--- src/hdl/rlu_pkg.sv ---
// shared types, register indexes and constants of the regression loss unit
`default_nettype none

package rlu_pkg;

  // widths of the item fields
  localparam int DataW  = 16;
  localparam int ResW   = 48;
  localparam int CountW = 25;
  localparam int DiffW  = DataW + 1;
  localparam int OpAW   = DataW + 2;
  localparam int OpBW   = DataW + 1;
  localparam int ProdW  = OpAW + OpBW;

  // configuration port
  localparam int CfgAddrW = 3;
  localparam int CfgDataW = CountW;

  localparam logic [CfgAddrW-1:0] REG_LOSS_KIND      = 3'd0;
  localparam logic [CfgAddrW-1:0] REG_BACKWARD_MODE  = 3'd1;
  localparam logic [CfgAddrW-1:0] REG_REDUCTION_MODE = 3'd2;
  localparam logic [CfgAddrW-1:0] REG_GRAD_SCALE     = 3'd3;
  localparam logic [CfgAddrW-1:0] REG_ELEMENT_COUNT  = 3'd4;

  // loss kinds (code three behaves as smooth l1)
  localparam logic [1:0] KIND_SQ     = 2'd0;
  localparam logic [1:0] KIND_ABS    = 2'd1;
  localparam logic [1:0] KIND_SMOOTH = 2'd2;

  // reductions (code three behaves as sum)
  localparam logic [1:0] RED_NONE = 2'd0;
  localparam logic [1:0] RED_MEAN = 2'd1;
  localparam logic [1:0] RED_SUM  = 2'd2;

  // fixed point constants
  localparam logic [CountW-1:0] MAX_ELEMENTS = 25'd16777216;
  localparam logic signed [DiffW-1:0] ONE_Q8 = 17'sd256;
  localparam logic signed [DiffW-1:0] NEG_ONE_Q8 = -17'sd256;
  localparam logic [DataW-1:0] ONE_Q8_MAG = 16'd256;
  localparam logic signed [ProdW-1:0] HALF_Q16 = 35'sd32768;
  localparam logic signed [ResW-1:0] RES_HI = {1'b0, {(ResW-1){1'b1}}};
  localparam logic signed [ResW-1:0] RES_LO = {1'b1, {(ResW-1){1'b0}}};

  // input transaction
  typedef struct packed {
    logic signed [DataW-1:0] prediction;
    logic signed [DataW-1:0] target_value;
    logic signed [DataW-1:0] upstream_grad;
    logic                    last_element;
  } in_item_t;

  // result transaction
  typedef struct packed {
    logic signed [ResW-1:0] result_value;
    logic                   last_of_run;
    logic                   saturated;
  } out_item_t;

  // controller to datapath
  typedef struct packed {
    logic load;
    logic mul;
    logic post;
    logic div_start;
    logic out_load;
  } rlu_cmd_t;

  // datapath to controller
  typedef struct packed {
    logic post_result;
    logic post_div;
    logic div_busy;
    logic out_free;
  } rlu_sts_t;

endpackage

`default_nettype wire

--- src/hdl/regression_loss_unit.sv ---
// top level of the regression loss unit: controller, datapath and ports
//
// Usage:
//   Input transactions carry prediction, target_value and upstream_grad in
//   signed Q8.8 plus last_element; results carry result_value with 16
//   fraction bits, last_of_run and saturated. Both channels use valid/stall.
//   Configuration is a plain write port (cfg_we, cfg_addr, cfg_wdata); the
//   user writes it only while no element is in flight, and the block itself
//   does not enforce this. An element goes through the steps register,
//   multiply, accumulate/clip, write to the output register before the next
//   can be taken.
//   Where a mean division is needed (the last element of a mean forward
//   run, or every element of a mean backward run) the shared 48-step serial
//   divider runs before the write step, one quotient bit per cycle.
//   Reduced forward elements not marked last give no result.
//   The output register is separate from the element pipeline, so a new
//   element is taken while a result waits; if the receiver stalls, the next
//   result holds in the write step until the register frees.
//   Reset (rst_n low, synchronous) restores the configuration defaults,
//   clears running sum, element count and clip flag, and empties the output.
`default_nettype none

module regression_loss_unit (
  input  wire logic                             clk,
  input  wire logic                             rst_n,
  input  wire logic                             in_valid,
  output logic                                  in_stall,
  input  wire rlu_pkg::in_item_t                in_data,
  output logic                                  out_valid,
  input  wire logic                             out_stall,
  output rlu_pkg::out_item_t                    out_data,
  input  wire logic                             cfg_we,
  input  wire logic [rlu_pkg::CfgAddrW-1:0]     cfg_addr,
  input  wire logic [rlu_pkg::CfgDataW-1:0]     cfg_wdata
);

  rlu_pkg::rlu_cmd_t cmd;
  rlu_pkg::rlu_sts_t sts;

  // sequencing
  rlu_ctrl u_ctrl (
    .clk      (clk),
    .rst_n    (rst_n),
    .in_valid (in_valid),
    .in_stall (in_stall),
    .sts      (sts),
    .cmd      (cmd)
  );

  // arithmetic and storage
  rlu_dpath u_dpath (
    .clk       (clk),
    .rst_n     (rst_n),
    .cmd       (cmd),
    .sts       (sts),
    .in_data   (in_data),
    .out_stall (out_stall),
    .out_valid (out_valid),
    .out_data  (out_data),
    .cfg_we    (cfg_we),
    .cfg_addr  (cfg_addr),
    .cfg_wdata (cfg_wdata)
  );

endmodule

`default_nettype wire

--- src/hdl/rlu_div.sv ---
// iterative signed by unsigned divider, one quotient bit per cycle
`default_nettype none

module rlu_div (
  input  wire logic                                 clk,
  input  wire logic                                 rst_n,
  input  wire logic                                 start,
  input  wire logic signed [rlu_pkg::ResW-1:0]      num,
  input  wire logic        [rlu_pkg::CountW-1:0]    den,
  output logic                                      busy,
  output logic signed [rlu_pkg::ResW-1:0]           quotient
);

  localparam int CntW = $clog2(rlu_pkg::ResW + 1);

  logic [CntW-1:0]             cnt_r;
  logic                        neg_r;
  logic [rlu_pkg::ResW-1:0]    quo_r;
  logic [rlu_pkg::CountW-1:0]  rem_r;
  logic [rlu_pkg::CountW-1:0]  den_r;
  logic [rlu_pkg::CountW:0]    rem_sh;
  logic [rlu_pkg::CountW:0]    rem_sub;
  logic [rlu_pkg::ResW-1:0]    num_mag;

  assign num_mag = num[rlu_pkg::ResW-1] ? (~num + 1'b1) : num;

  // shift in the next dividend bit and try the subtraction
  assign rem_sh  = {rem_r, quo_r[rlu_pkg::ResW-1]};
  assign rem_sub = rem_sh - {1'b0, den_r};

  // iteration counter
  always_ff @(posedge clk) begin
    if (!rst_n) begin
      cnt_r <= '0;
    end else if (start) begin
      cnt_r <= CntW'(rlu_pkg::ResW);
    end else if (cnt_r != '0) begin
      cnt_r <= cnt_r - 1'b1;
    end
  end

  // restoring division step
  always_ff @(posedge clk) begin
    if (start) begin
      neg_r <= num[rlu_pkg::ResW-1];
      quo_r <= num_mag;
      rem_r <= '0;
      den_r <= den;
    end else if (cnt_r != '0) begin
      if (!rem_sub[rlu_pkg::CountW]) begin
        rem_r <= rem_sub[rlu_pkg::CountW-1:0];
        quo_r <= {quo_r[rlu_pkg::ResW-2:0], 1'b1};
      end else begin
        rem_r <= rem_sh[rlu_pkg::CountW-1:0];
        quo_r <= {quo_r[rlu_pkg::ResW-2:0], 1'b0};
      end
    end
  end

  assign busy     = (cnt_r != '0);
  assign quotient = neg_r ? -$signed(quo_r) : $signed(quo_r);

endmodule

`default_nettype wire

--- src/hdl/rlu_dpath.sv ---
// datapath: configuration registers, multiplier stage, accumulation and result register
`default_nettype none

module rlu_dpath (
  input  wire logic                            clk,
  input  wire logic                            rst_n,
  input  wire rlu_pkg::rlu_cmd_t               cmd,
  output rlu_pkg::rlu_sts_t                    sts,
  input  wire rlu_pkg::in_item_t               in_data,
  input  wire logic                            out_stall,
  output logic                                 out_valid,
  output rlu_pkg::out_item_t                   out_data,
  input  wire logic                            cfg_we,
  input  wire logic [rlu_pkg::CfgAddrW-1:0]    cfg_addr,
  input  wire logic [rlu_pkg::CfgDataW-1:0]    cfg_wdata
);

  // configuration registers
  logic [1:0]                          loss_kind_r;
  logic                                backward_mode_r;
  logic [1:0]                          reduction_mode_r;
  logic signed [rlu_pkg::DataW-1:0]    grad_scale_r;
  logic [rlu_pkg::CountW-1:0]          element_count_r;

  // run state
  logic signed [rlu_pkg::ResW-1:0]     run_sum_r;
  logic [rlu_pkg::CountW-1:0]          item_count_r;
  logic signed [rlu_pkg::OpBW-1:0]     grad_norm_r;
  logic                                run_clipped_r;

  // item pipeline
  rlu_pkg::in_item_t                   in_r;
  logic signed [rlu_pkg::ProdW-1:0]    prod_r;
  logic [rlu_pkg::DataW-1:0]           abs_r;
  logic signed [rlu_pkg::ResW-1:0]     stage_val_r;
  logic                                stage_sat_r;
  logic                                stage_last_r;
  logic [rlu_pkg::CountW-1:0]          stage_den_r;
  logic                                use_div_r;
  logic                                out_valid_r;
  rlu_pkg::out_item_t                  out_data_r;

  logic [1:0]                          kind;
  logic                                red_none;
  logic                                red_mean;
  logic signed [rlu_pkg::DiffW-1:0]    diff;
  logic [rlu_pkg::DataW-1:0]           diff_abs;
  logic signed [rlu_pkg::DiffW-1:0]    diff_clamp;
  logic signed [rlu_pkg::DiffW-1:0]    sign_one;
  logic signed [rlu_pkg::OpBW-1:0]     gs_norm;
  logic signed [rlu_pkg::OpBW-1:0]     gn_now;
  logic signed [rlu_pkg::OpAW-1:0]     op_a;
  logic signed [rlu_pkg::OpBW-1:0]     op_b;
  logic signed [rlu_pkg::ProdW-1:0]    prod_nxt;
  logic signed [rlu_pkg::ProdW-1:0]    abs_q16;
  logic signed [rlu_pkg::ProdW-1:0]    loss;
  logic signed [rlu_pkg::ResW-1:0]     val48;
  logic signed [rlu_pkg::ResW:0]       sum_wide;
  logic signed [rlu_pkg::ResW-1:0]     sum_clip;
  logic                                sum_sat;
  logic [rlu_pkg::CountW-1:0]          cnt_inc;
  logic [rlu_pkg::CountW-1:0]          den_bwd;
  logic                                div_busy;
  logic signed [rlu_pkg::ResW-1:0]     div_q;

  // mode decode
  assign kind     = (loss_kind_r == 2'd3) ? rlu_pkg::KIND_SMOOTH : loss_kind_r;
  assign red_none = (reduction_mode_r == rlu_pkg::RED_NONE);
  assign red_mean = (reduction_mode_r == rlu_pkg::RED_MEAN);

  // configuration writes
  always_ff @(posedge clk) begin
    if (!rst_n) begin
      loss_kind_r      <= rlu_pkg::KIND_SQ;
      backward_mode_r  <= 1'b0;
      reduction_mode_r <= rlu_pkg::RED_MEAN;
      grad_scale_r     <= 16'sd256;
      element_count_r  <= 25'd1;
    end else if (cfg_we) begin
      unique case (cfg_addr)
        rlu_pkg::REG_LOSS_KIND:      loss_kind_r      <= cfg_wdata[1:0];
        rlu_pkg::REG_BACKWARD_MODE:  backward_mode_r  <= cfg_wdata[0];
        rlu_pkg::REG_REDUCTION_MODE: reduction_mode_r <= cfg_wdata[1:0];
        rlu_pkg::REG_GRAD_SCALE:     grad_scale_r     <= cfg_wdata[rlu_pkg::DataW-1:0];
        rlu_pkg::REG_ELEMENT_COUNT:  element_count_r  <= cfg_wdata;
        default: ;
      endcase
    end
  end

  // input register
  always_ff @(posedge clk) begin
    if (cmd.load) begin
      in_r <= in_data;
    end
  end

  // difference, clamp and gradient scale
  always_comb begin
    diff     = {in_r.prediction[rlu_pkg::DataW-1], in_r.prediction}
             - {in_r.target_value[rlu_pkg::DataW-1], in_r.target_value};
    diff_abs = diff[rlu_pkg::DiffW-1] ? rlu_pkg::DataW'(-diff) : diff[rlu_pkg::DataW-1:0];
    if (diff > rlu_pkg::ONE_Q8) begin
      diff_clamp = rlu_pkg::ONE_Q8;
    end else if (diff < rlu_pkg::NEG_ONE_Q8) begin
      diff_clamp = rlu_pkg::NEG_ONE_Q8;
    end else begin
      diff_clamp = diff;
    end
    sign_one = diff[rlu_pkg::DiffW-1] ? rlu_pkg::NEG_ONE_Q8 : rlu_pkg::ONE_Q8;
    gs_norm  = (kind == rlu_pkg::KIND_SQ) ? {grad_scale_r, 1'b0}
                                          : {grad_scale_r[rlu_pkg::DataW-1], grad_scale_r};
    gn_now   = (item_count_r == '0) ? gs_norm : grad_norm_r;
  end

  // multiplier operand selection
  always_comb begin
    if (!backward_mode_r) begin
      op_a = {diff[rlu_pkg::DiffW-1], diff};
      op_b = diff;
    end else begin
      op_b = red_none ? {in_r.upstream_grad[rlu_pkg::DataW-1], in_r.upstream_grad} : gn_now;
      case (kind)
        rlu_pkg::KIND_SQ: op_a = red_none ? {diff, 1'b0} : {diff[rlu_pkg::DiffW-1], diff};
        rlu_pkg::KIND_ABS: op_a = {sign_one[rlu_pkg::DiffW-1], sign_one};
        default: op_a = {diff_clamp[rlu_pkg::DiffW-1], diff_clamp};
      endcase
    end
    prod_nxt = op_a * op_b;
  end

  // multiplier stage
  always_ff @(posedge clk) begin
    if (cmd.mul) begin
      prod_r <= prod_nxt;
      abs_r  <= diff_abs;
    end
  end

  always_ff @(posedge clk) begin
    if (!rst_n) begin
      grad_norm_r <= '0;
    end else if (cmd.mul && backward_mode_r && !red_none) begin
      grad_norm_r <= gn_now;
    end
  end

  // loss value and running sum
  always_comb begin
    abs_q16 = rlu_pkg::ProdW'({abs_r, 8'h00});
    if (backward_mode_r) begin
      loss = prod_r;
    end else begin
      case (kind)
        rlu_pkg::KIND_SQ: loss = prod_r;
        rlu_pkg::KIND_ABS: loss = abs_q16;
        default: loss = (abs_r < rlu_pkg::ONE_Q8_MAG) ? (prod_r >>> 1)
                                                      : (abs_q16 - rlu_pkg::HALF_Q16);
      endcase
    end
    val48    = {{(rlu_pkg::ResW-rlu_pkg::ProdW){loss[rlu_pkg::ProdW-1]}}, loss};
    sum_wide = {run_sum_r[rlu_pkg::ResW-1], run_sum_r} + {val48[rlu_pkg::ResW-1], val48};
    sum_sat  = (sum_wide[rlu_pkg::ResW] != sum_wide[rlu_pkg::ResW-1]);
    if (!sum_sat) begin
      sum_clip = sum_wide[rlu_pkg::ResW-1:0];
    end else if (sum_wide[rlu_pkg::ResW]) begin
      sum_clip = rlu_pkg::RES_LO;
    end else begin
      sum_clip = rlu_pkg::RES_HI;
    end
    cnt_inc = (item_count_r == rlu_pkg::MAX_ELEMENTS) ? item_count_r : item_count_r + 1'b1;
    den_bwd = (element_count_r == '0) ? rlu_pkg::CountW'(1) : element_count_r;
  end

  // run state update
  always_ff @(posedge clk) begin
    if (!rst_n) begin
      run_sum_r     <= '0;
      item_count_r  <= '0;
      run_clipped_r <= 1'b0;
    end else if (cmd.post && !red_none) begin
      item_count_r <= in_r.last_element ? '0 : cnt_inc;
      if (!backward_mode_r) begin
        run_sum_r     <= in_r.last_element ? '0 : sum_clip;
        run_clipped_r <= in_r.last_element ? 1'b0 : (run_clipped_r | sum_sat);
      end else if (in_r.last_element) begin
        run_clipped_r <= 1'b0;
      end
    end
  end

  // result staging
  always_ff @(posedge clk) begin
    if (cmd.post) begin
      stage_last_r <= in_r.last_element;
      use_div_r    <= sts.post_div;
      if (!backward_mode_r && !red_none) begin
        stage_val_r <= sum_clip;
        stage_sat_r <= run_clipped_r | sum_sat;
        stage_den_r <= cnt_inc;
      end else begin
        stage_val_r <= val48;
        stage_sat_r <= 1'b0;
        stage_den_r <= den_bwd;
      end
    end
  end

  rlu_div u_div (
    .clk      (clk),
    .rst_n    (rst_n),
    .start    (cmd.div_start),
    .num      (stage_val_r),
    .den      (stage_den_r),
    .busy     (div_busy),
    .quotient (div_q)
  );

  // output register
  always_ff @(posedge clk) begin
    if (!rst_n) begin
      out_valid_r <= 1'b0;
    end else if (cmd.out_load) begin
      out_valid_r <= 1'b1;
    end else if (!out_stall) begin
      out_valid_r <= 1'b0;
    end
  end

  always_ff @(posedge clk) begin
    if (cmd.out_load) begin
      out_data_r.result_value <= use_div_r ? div_q : stage_val_r;
      out_data_r.last_of_run  <= stage_last_r;
      out_data_r.saturated    <= stage_sat_r;
    end
  end

  // status to the controller
  always_comb begin
    sts.post_result = red_none || backward_mode_r || in_r.last_element;
    sts.post_div    = red_mean && (backward_mode_r || in_r.last_element);
    sts.div_busy    = div_busy;
    sts.out_free    = !out_valid_r || !out_stall;
  end

  assign out_valid = out_valid_r;
  assign out_data  = out_data_r;

endmodule

`default_nettype wire

--- src/hdl/rlu_ctrl.sv ---
// controller: sequences one element through the datapath
`default_nettype none

module rlu_ctrl (
  input  wire logic              clk,
  input  wire logic              rst_n,
  input  wire logic              in_valid,
  output logic                   in_stall,
  input  wire rlu_pkg::rlu_sts_t sts,
  output rlu_pkg::rlu_cmd_t      cmd
);

  typedef enum logic [2:0] {
    S_IDLE,
    S_MUL,
    S_POST,
    S_DIV,
    S_WAIT,
    S_OUT
  } state_t;

  state_t state_r;

  // state register
  always_ff @(posedge clk) begin
    if (!rst_n) begin
      state_r <= S_IDLE;
    end else begin
      unique case (state_r)
        S_IDLE: if (in_valid) state_r <= S_MUL;
        S_MUL:  state_r <= S_POST;
        S_POST: begin
          if (!sts.post_result) begin
            state_r <= S_IDLE;
          end else if (sts.post_div) begin
            state_r <= S_DIV;
          end else begin
            state_r <= S_OUT;
          end
        end
        S_DIV:  state_r <= S_WAIT;
        S_WAIT: if (!sts.div_busy) state_r <= S_OUT;
        S_OUT:  if (sts.out_free) state_r <= S_IDLE;
        default: state_r <= S_IDLE;
      endcase
    end
  end

  // command decode
  always_comb begin
    in_stall      = (state_r != S_IDLE);
    cmd.load      = (state_r == S_IDLE) && in_valid;
    cmd.mul       = (state_r == S_MUL);
    cmd.post      = (state_r == S_POST);
    cmd.div_start = (state_r == S_DIV);
    cmd.out_load  = (state_r == S_OUT) && sts.out_free;
  end

endmodule

`default_nettype wire
--- config.mk ---
export PLATFORM = sky130hd
export DESIGN_NAME = regression_loss_unit
export DESIGN_NICKNAME = d
export VERILOG_FILES = /design/src/hdl/rlu_pkg.sv /design/src/hdl/regression_loss_unit.sv /design/src/hdl/rlu_div.sv /design/src/hdl/rlu_dpath.sv /design/src/hdl/rlu_ctrl.sv
export SDC_FILE = /design/constraint.sdc
export NUM_CORES = 2
export LEC_CHECK = 0
export BUFFER_PORTS_ARGS = -buffer_cell sky130_fd_sc_hd__buf_2
export CORE_UTILIZATION = 45
export CTS_CLUSTER_SIZE = 12
export DETAILED_ROUTE_END_ITERATION = 10
export GPL_TIMING_DRIVEN = 0
export PLACE_DENSITY = 0.64
export SETUP_SLACK_MARGIN = 0.3
export SYNTH_ARGS = -nofsm -noshare
export SYNTH_HDL_FRONTEND = slang
export SYNTH_SLANG_ARGS = --single-unit
--- constraint.sdc ---
create_clock -name clk -period 18.2 [get_ports clk]
set_input_delay 5.46 -clock clk [delete_from_list [all_inputs] [get_ports clk]]
set_output_delay 5.46 -clock clk [all_outputs]
set_load 0.1 [all_outputs]
==> impl_metrics.csv <==
group,metric,value,unit
outcome,violations,"capacitance limit",
synth,synth_cells,4254,
timing,relSlewSlack,0.824,%
timing,min_period_over_period,62.0,%
synth,syn_area,38400,µm²
routing,detail_route.vias_per_cell,5.51,
outcome,status,"finished with violations",
place,dp_hpwl,85900,µm
global_route,track_usage,25.1,%
floorplanning,rows,106,
global_route,grt_max_degree,79,
cells_and_area,final_util,50.5,%
worst_setup_path,crit_buf_inv,8,
clocking,numCtsBuffers,53,
timing,drv_slew,0,
worst_setup_path,reg2reg_to,"u_dpath.prod_r[34]",
place,numPortBuffers,132,
cells_and_area,mostFrequentLayoutCells,"nand2_1 (542), inv_1 (468), nor2_1 (386)",
cells_and_area,n_fill_cell,8077,
timing,worst_slew_pin_slew,1470,ps
clocking,cts_hold_buffers,0,
hold_path,hold_path.startpoint,"u_dpath.stage_den_r[8]",
synth,ys_seq_area_share,32.4,%
floorplanning,die-area,86600,µm²
synth,synth_area_per_cell,9.03,µm²
floorplanning,die_x,294,µm
timing,min_period,11280,ps
place,place.gp.congestion,0.960,
worst_setup_path,cpLargestDelayFamily,"adder cells",
cells_and_area,regArea,12500,µm²
timing,tns,0,ps
clocking,h-tree-depth,2,
cells_and_area,final_cells,5625,
cells_and_area,finalNetCount,5025,
cells_and_area,drive_above_1_share,6.19,%
routing,drt_wl_total,108000,µm
clocking,cts_resized,0,
hold_path,hold_path_depth,0,
place,post-place-ws,7280,ps
routing,ant_nets,0,
synth,yosysUniqueCellTypes,89,
routing,routed-via-count,31000,
worst_setup_path,worstPathArrival,11590,ps
place,placedCellCount,5525,
worst_setup_path,cpMaxStageDelayCell,"a21boi_0",
timing,rsz0062_at_grt,"false",
worst_setup_path,rrSetupSlack,6920,ps
worst_setup_path,r2r-start,"u_dpath.item_count_r[0]",
global_route,antenna_found_initial,5,
worst_setup_path,startpoint_type,"flop",
worst_setup_path,ff2ff_path_depth,33,
timing,setup_violations,0,
synth,synth_nets,4833,
global_route,grt_pass1_vias,30500,
global_route,grt_overflow,0,
clocking,insertion_delay,650,ps
clocking,post_cts_buffers,0,
synth,postSynth.asyncResetShare,0,%
timing,fin_ws,6920,ps
synth,yosys_warnings,0,
routing,firstDrtPassIters,6,
clocking,cts.sinks,472,
cells_and_area,area_delta_synth_final,10.4,%
routing,drc,0,
floorplanning,die_h,294,µm
worst_setup_path,crit_cells,33,
hold_path,hold-path-endpoint,"u_dpath.u_div.den_r[8]",
timing,timing.fmax,0.0887,GHz
worst_setup_path,critPathMaxFanout,10,
global_route,grt_pass1_wl,170000,µm
cells_and_area,final_common_cell,"nand2_1",
run,max_cap_viol_count,1,
worst_setup_path,endpoint_kind,"flop",
routing,drtIter0Drc,2539,
cells_and_area,multi_input_area,23500,µm²
synth,ys_ff_latch,472,
floorplanning,ioPinCount,134,
routing,wl_per_cell,19.2,µm
hold_path,worstHoldPathType,"reg -> reg",
worst_setup_path,slowest_delay,1180,ps
floorplanning,core_area,84100,µm²
worst_setup_path,required,18510,ps
clocking,clk_pin_slew,60,ps
clocking,clockRootBuffer,"clkbuf_16",
clocking,clockBufferDepth,3,
timing,finalClockSkew,58.6,ps
clocking,cts_tree,"yes",
synth,synth_edf_count,300,
timing,hold_viol_final,0,
synth,ys.flop_type,"edfxtp_1",
floorplanning,initial_core_util,45.7,%
worst_setup_path,worstSetupPathType,"reg -> reg",
sequential cells by signal, indices dropped and copies added, names as in the netlist, 6 cells and up:
signal	cells
u_dpath.element_count_r	25
u_dpath.u_div.den_r	25
u_dpath.u_div.cnt_r	6
u_dpath.prod_r	35
u_dpath.stage_val_r	48
u_dpath.stage_den_r	25
u_dpath.item_count_r	25
u_dpath.in_r	49
u_dpath.abs_r	16
u_dpath.out_data	50
u_dpath.u_div.rem_r	25
u_dpath.grad_scale_r	16
u_dpath.u_div.quo_r	48
u_dpath.run_sum_r	48
u_dpath.grad_norm_r	17
per-layer routing:
layer	vias to the layer above	wire, µm	global-route usage [%]
li1	14800	-	-
met1	14900	46600	33.0
met2	992	50400	41.9
met3	248	6630	3.19
met4	2	4350	10.2
met5	-	13	0
area by class of cell:
type | instances | area share [%]
antenna | 2 | 0.0118
buffer | 204 | 1.82
clock buffer | 72 | 3.54
clock inverter | 26 | 0.681
inverter | 470 | 4.16
multi-input combinational | 3108 | 55.3
sequential | 472 | 29.3
tap | 1134 | 3.34
timing repair buffer | 137 | 1.79
worst reg2reg max path: cells and delay by family (launching register included):
kind                     cells  cell delay (ps)
AO/OA/AOI/OAI               11             3430
XOR/XNOR                     1              310
adder cells (fa/ha/maj)      8             3570
buffers and inverters        8             1320
flip-flops                   1              370
AND/OR/NAND/NOR              5             1980
Yosys cell counts, types with 46 or more instances:
master    instances  area (µm²)
a21oi_1         216        1080
o21ai_0         319        1600
xnor2_1         105         920
a21boi_0         70         526
xor2_1          140        1230
fa_1            314        6290
nand2_1         543        2040
nand3_1          68         340
inv_1           469        1760
ha_1            183        2290
nor2_1          387        1450
edfxtp_1        300        9010
dfxtp_1         172        3440
mux2i_1          46         460
clkbuf_1        192         721
a21o_1           52         390
kinds of logic after synthesis:
kind of cell,synth area share (%)
xor+xnor,5.58
mux,1.24
compound gates,16.4
simple gates,15.4
flops,32.4
buf+inv,6.59
fa+ha+maj,22.3
through the flow:
step	cell area (µm²)	hold slack [ps]
after global routing	42400	431
after floorplan	38400	400
after global placement	40500	401
after detailed placement	40600	405
after CTS	42400	420
final	42400	419
worst max path at each step:
stage / startpoint / end / slack (ps)
after global routing: u_dpath.item_count_r[0] / u_dpath.prod_r[34] / 6760
after detailed placement: u_dpath.in_r[17] / u_dpath.prod_r[33] / 7280
after floorplan: u_dpath.in_r[18] / u_dpath.prod_r[34] / 9360
final: u_dpath.item_count_r[0] / u_dpath.prod_r[34] / 6920
after CTS: u_dpath.in_r[17] / u_dpath.prod_r[33] / 7250
after global placement: u_dpath.in_r[17] / u_dpath.prod_r[33] / 7300
Power is not shown: default switching activity piles up to over one toggle a cycle in this logic, so the estimate is an artifact.
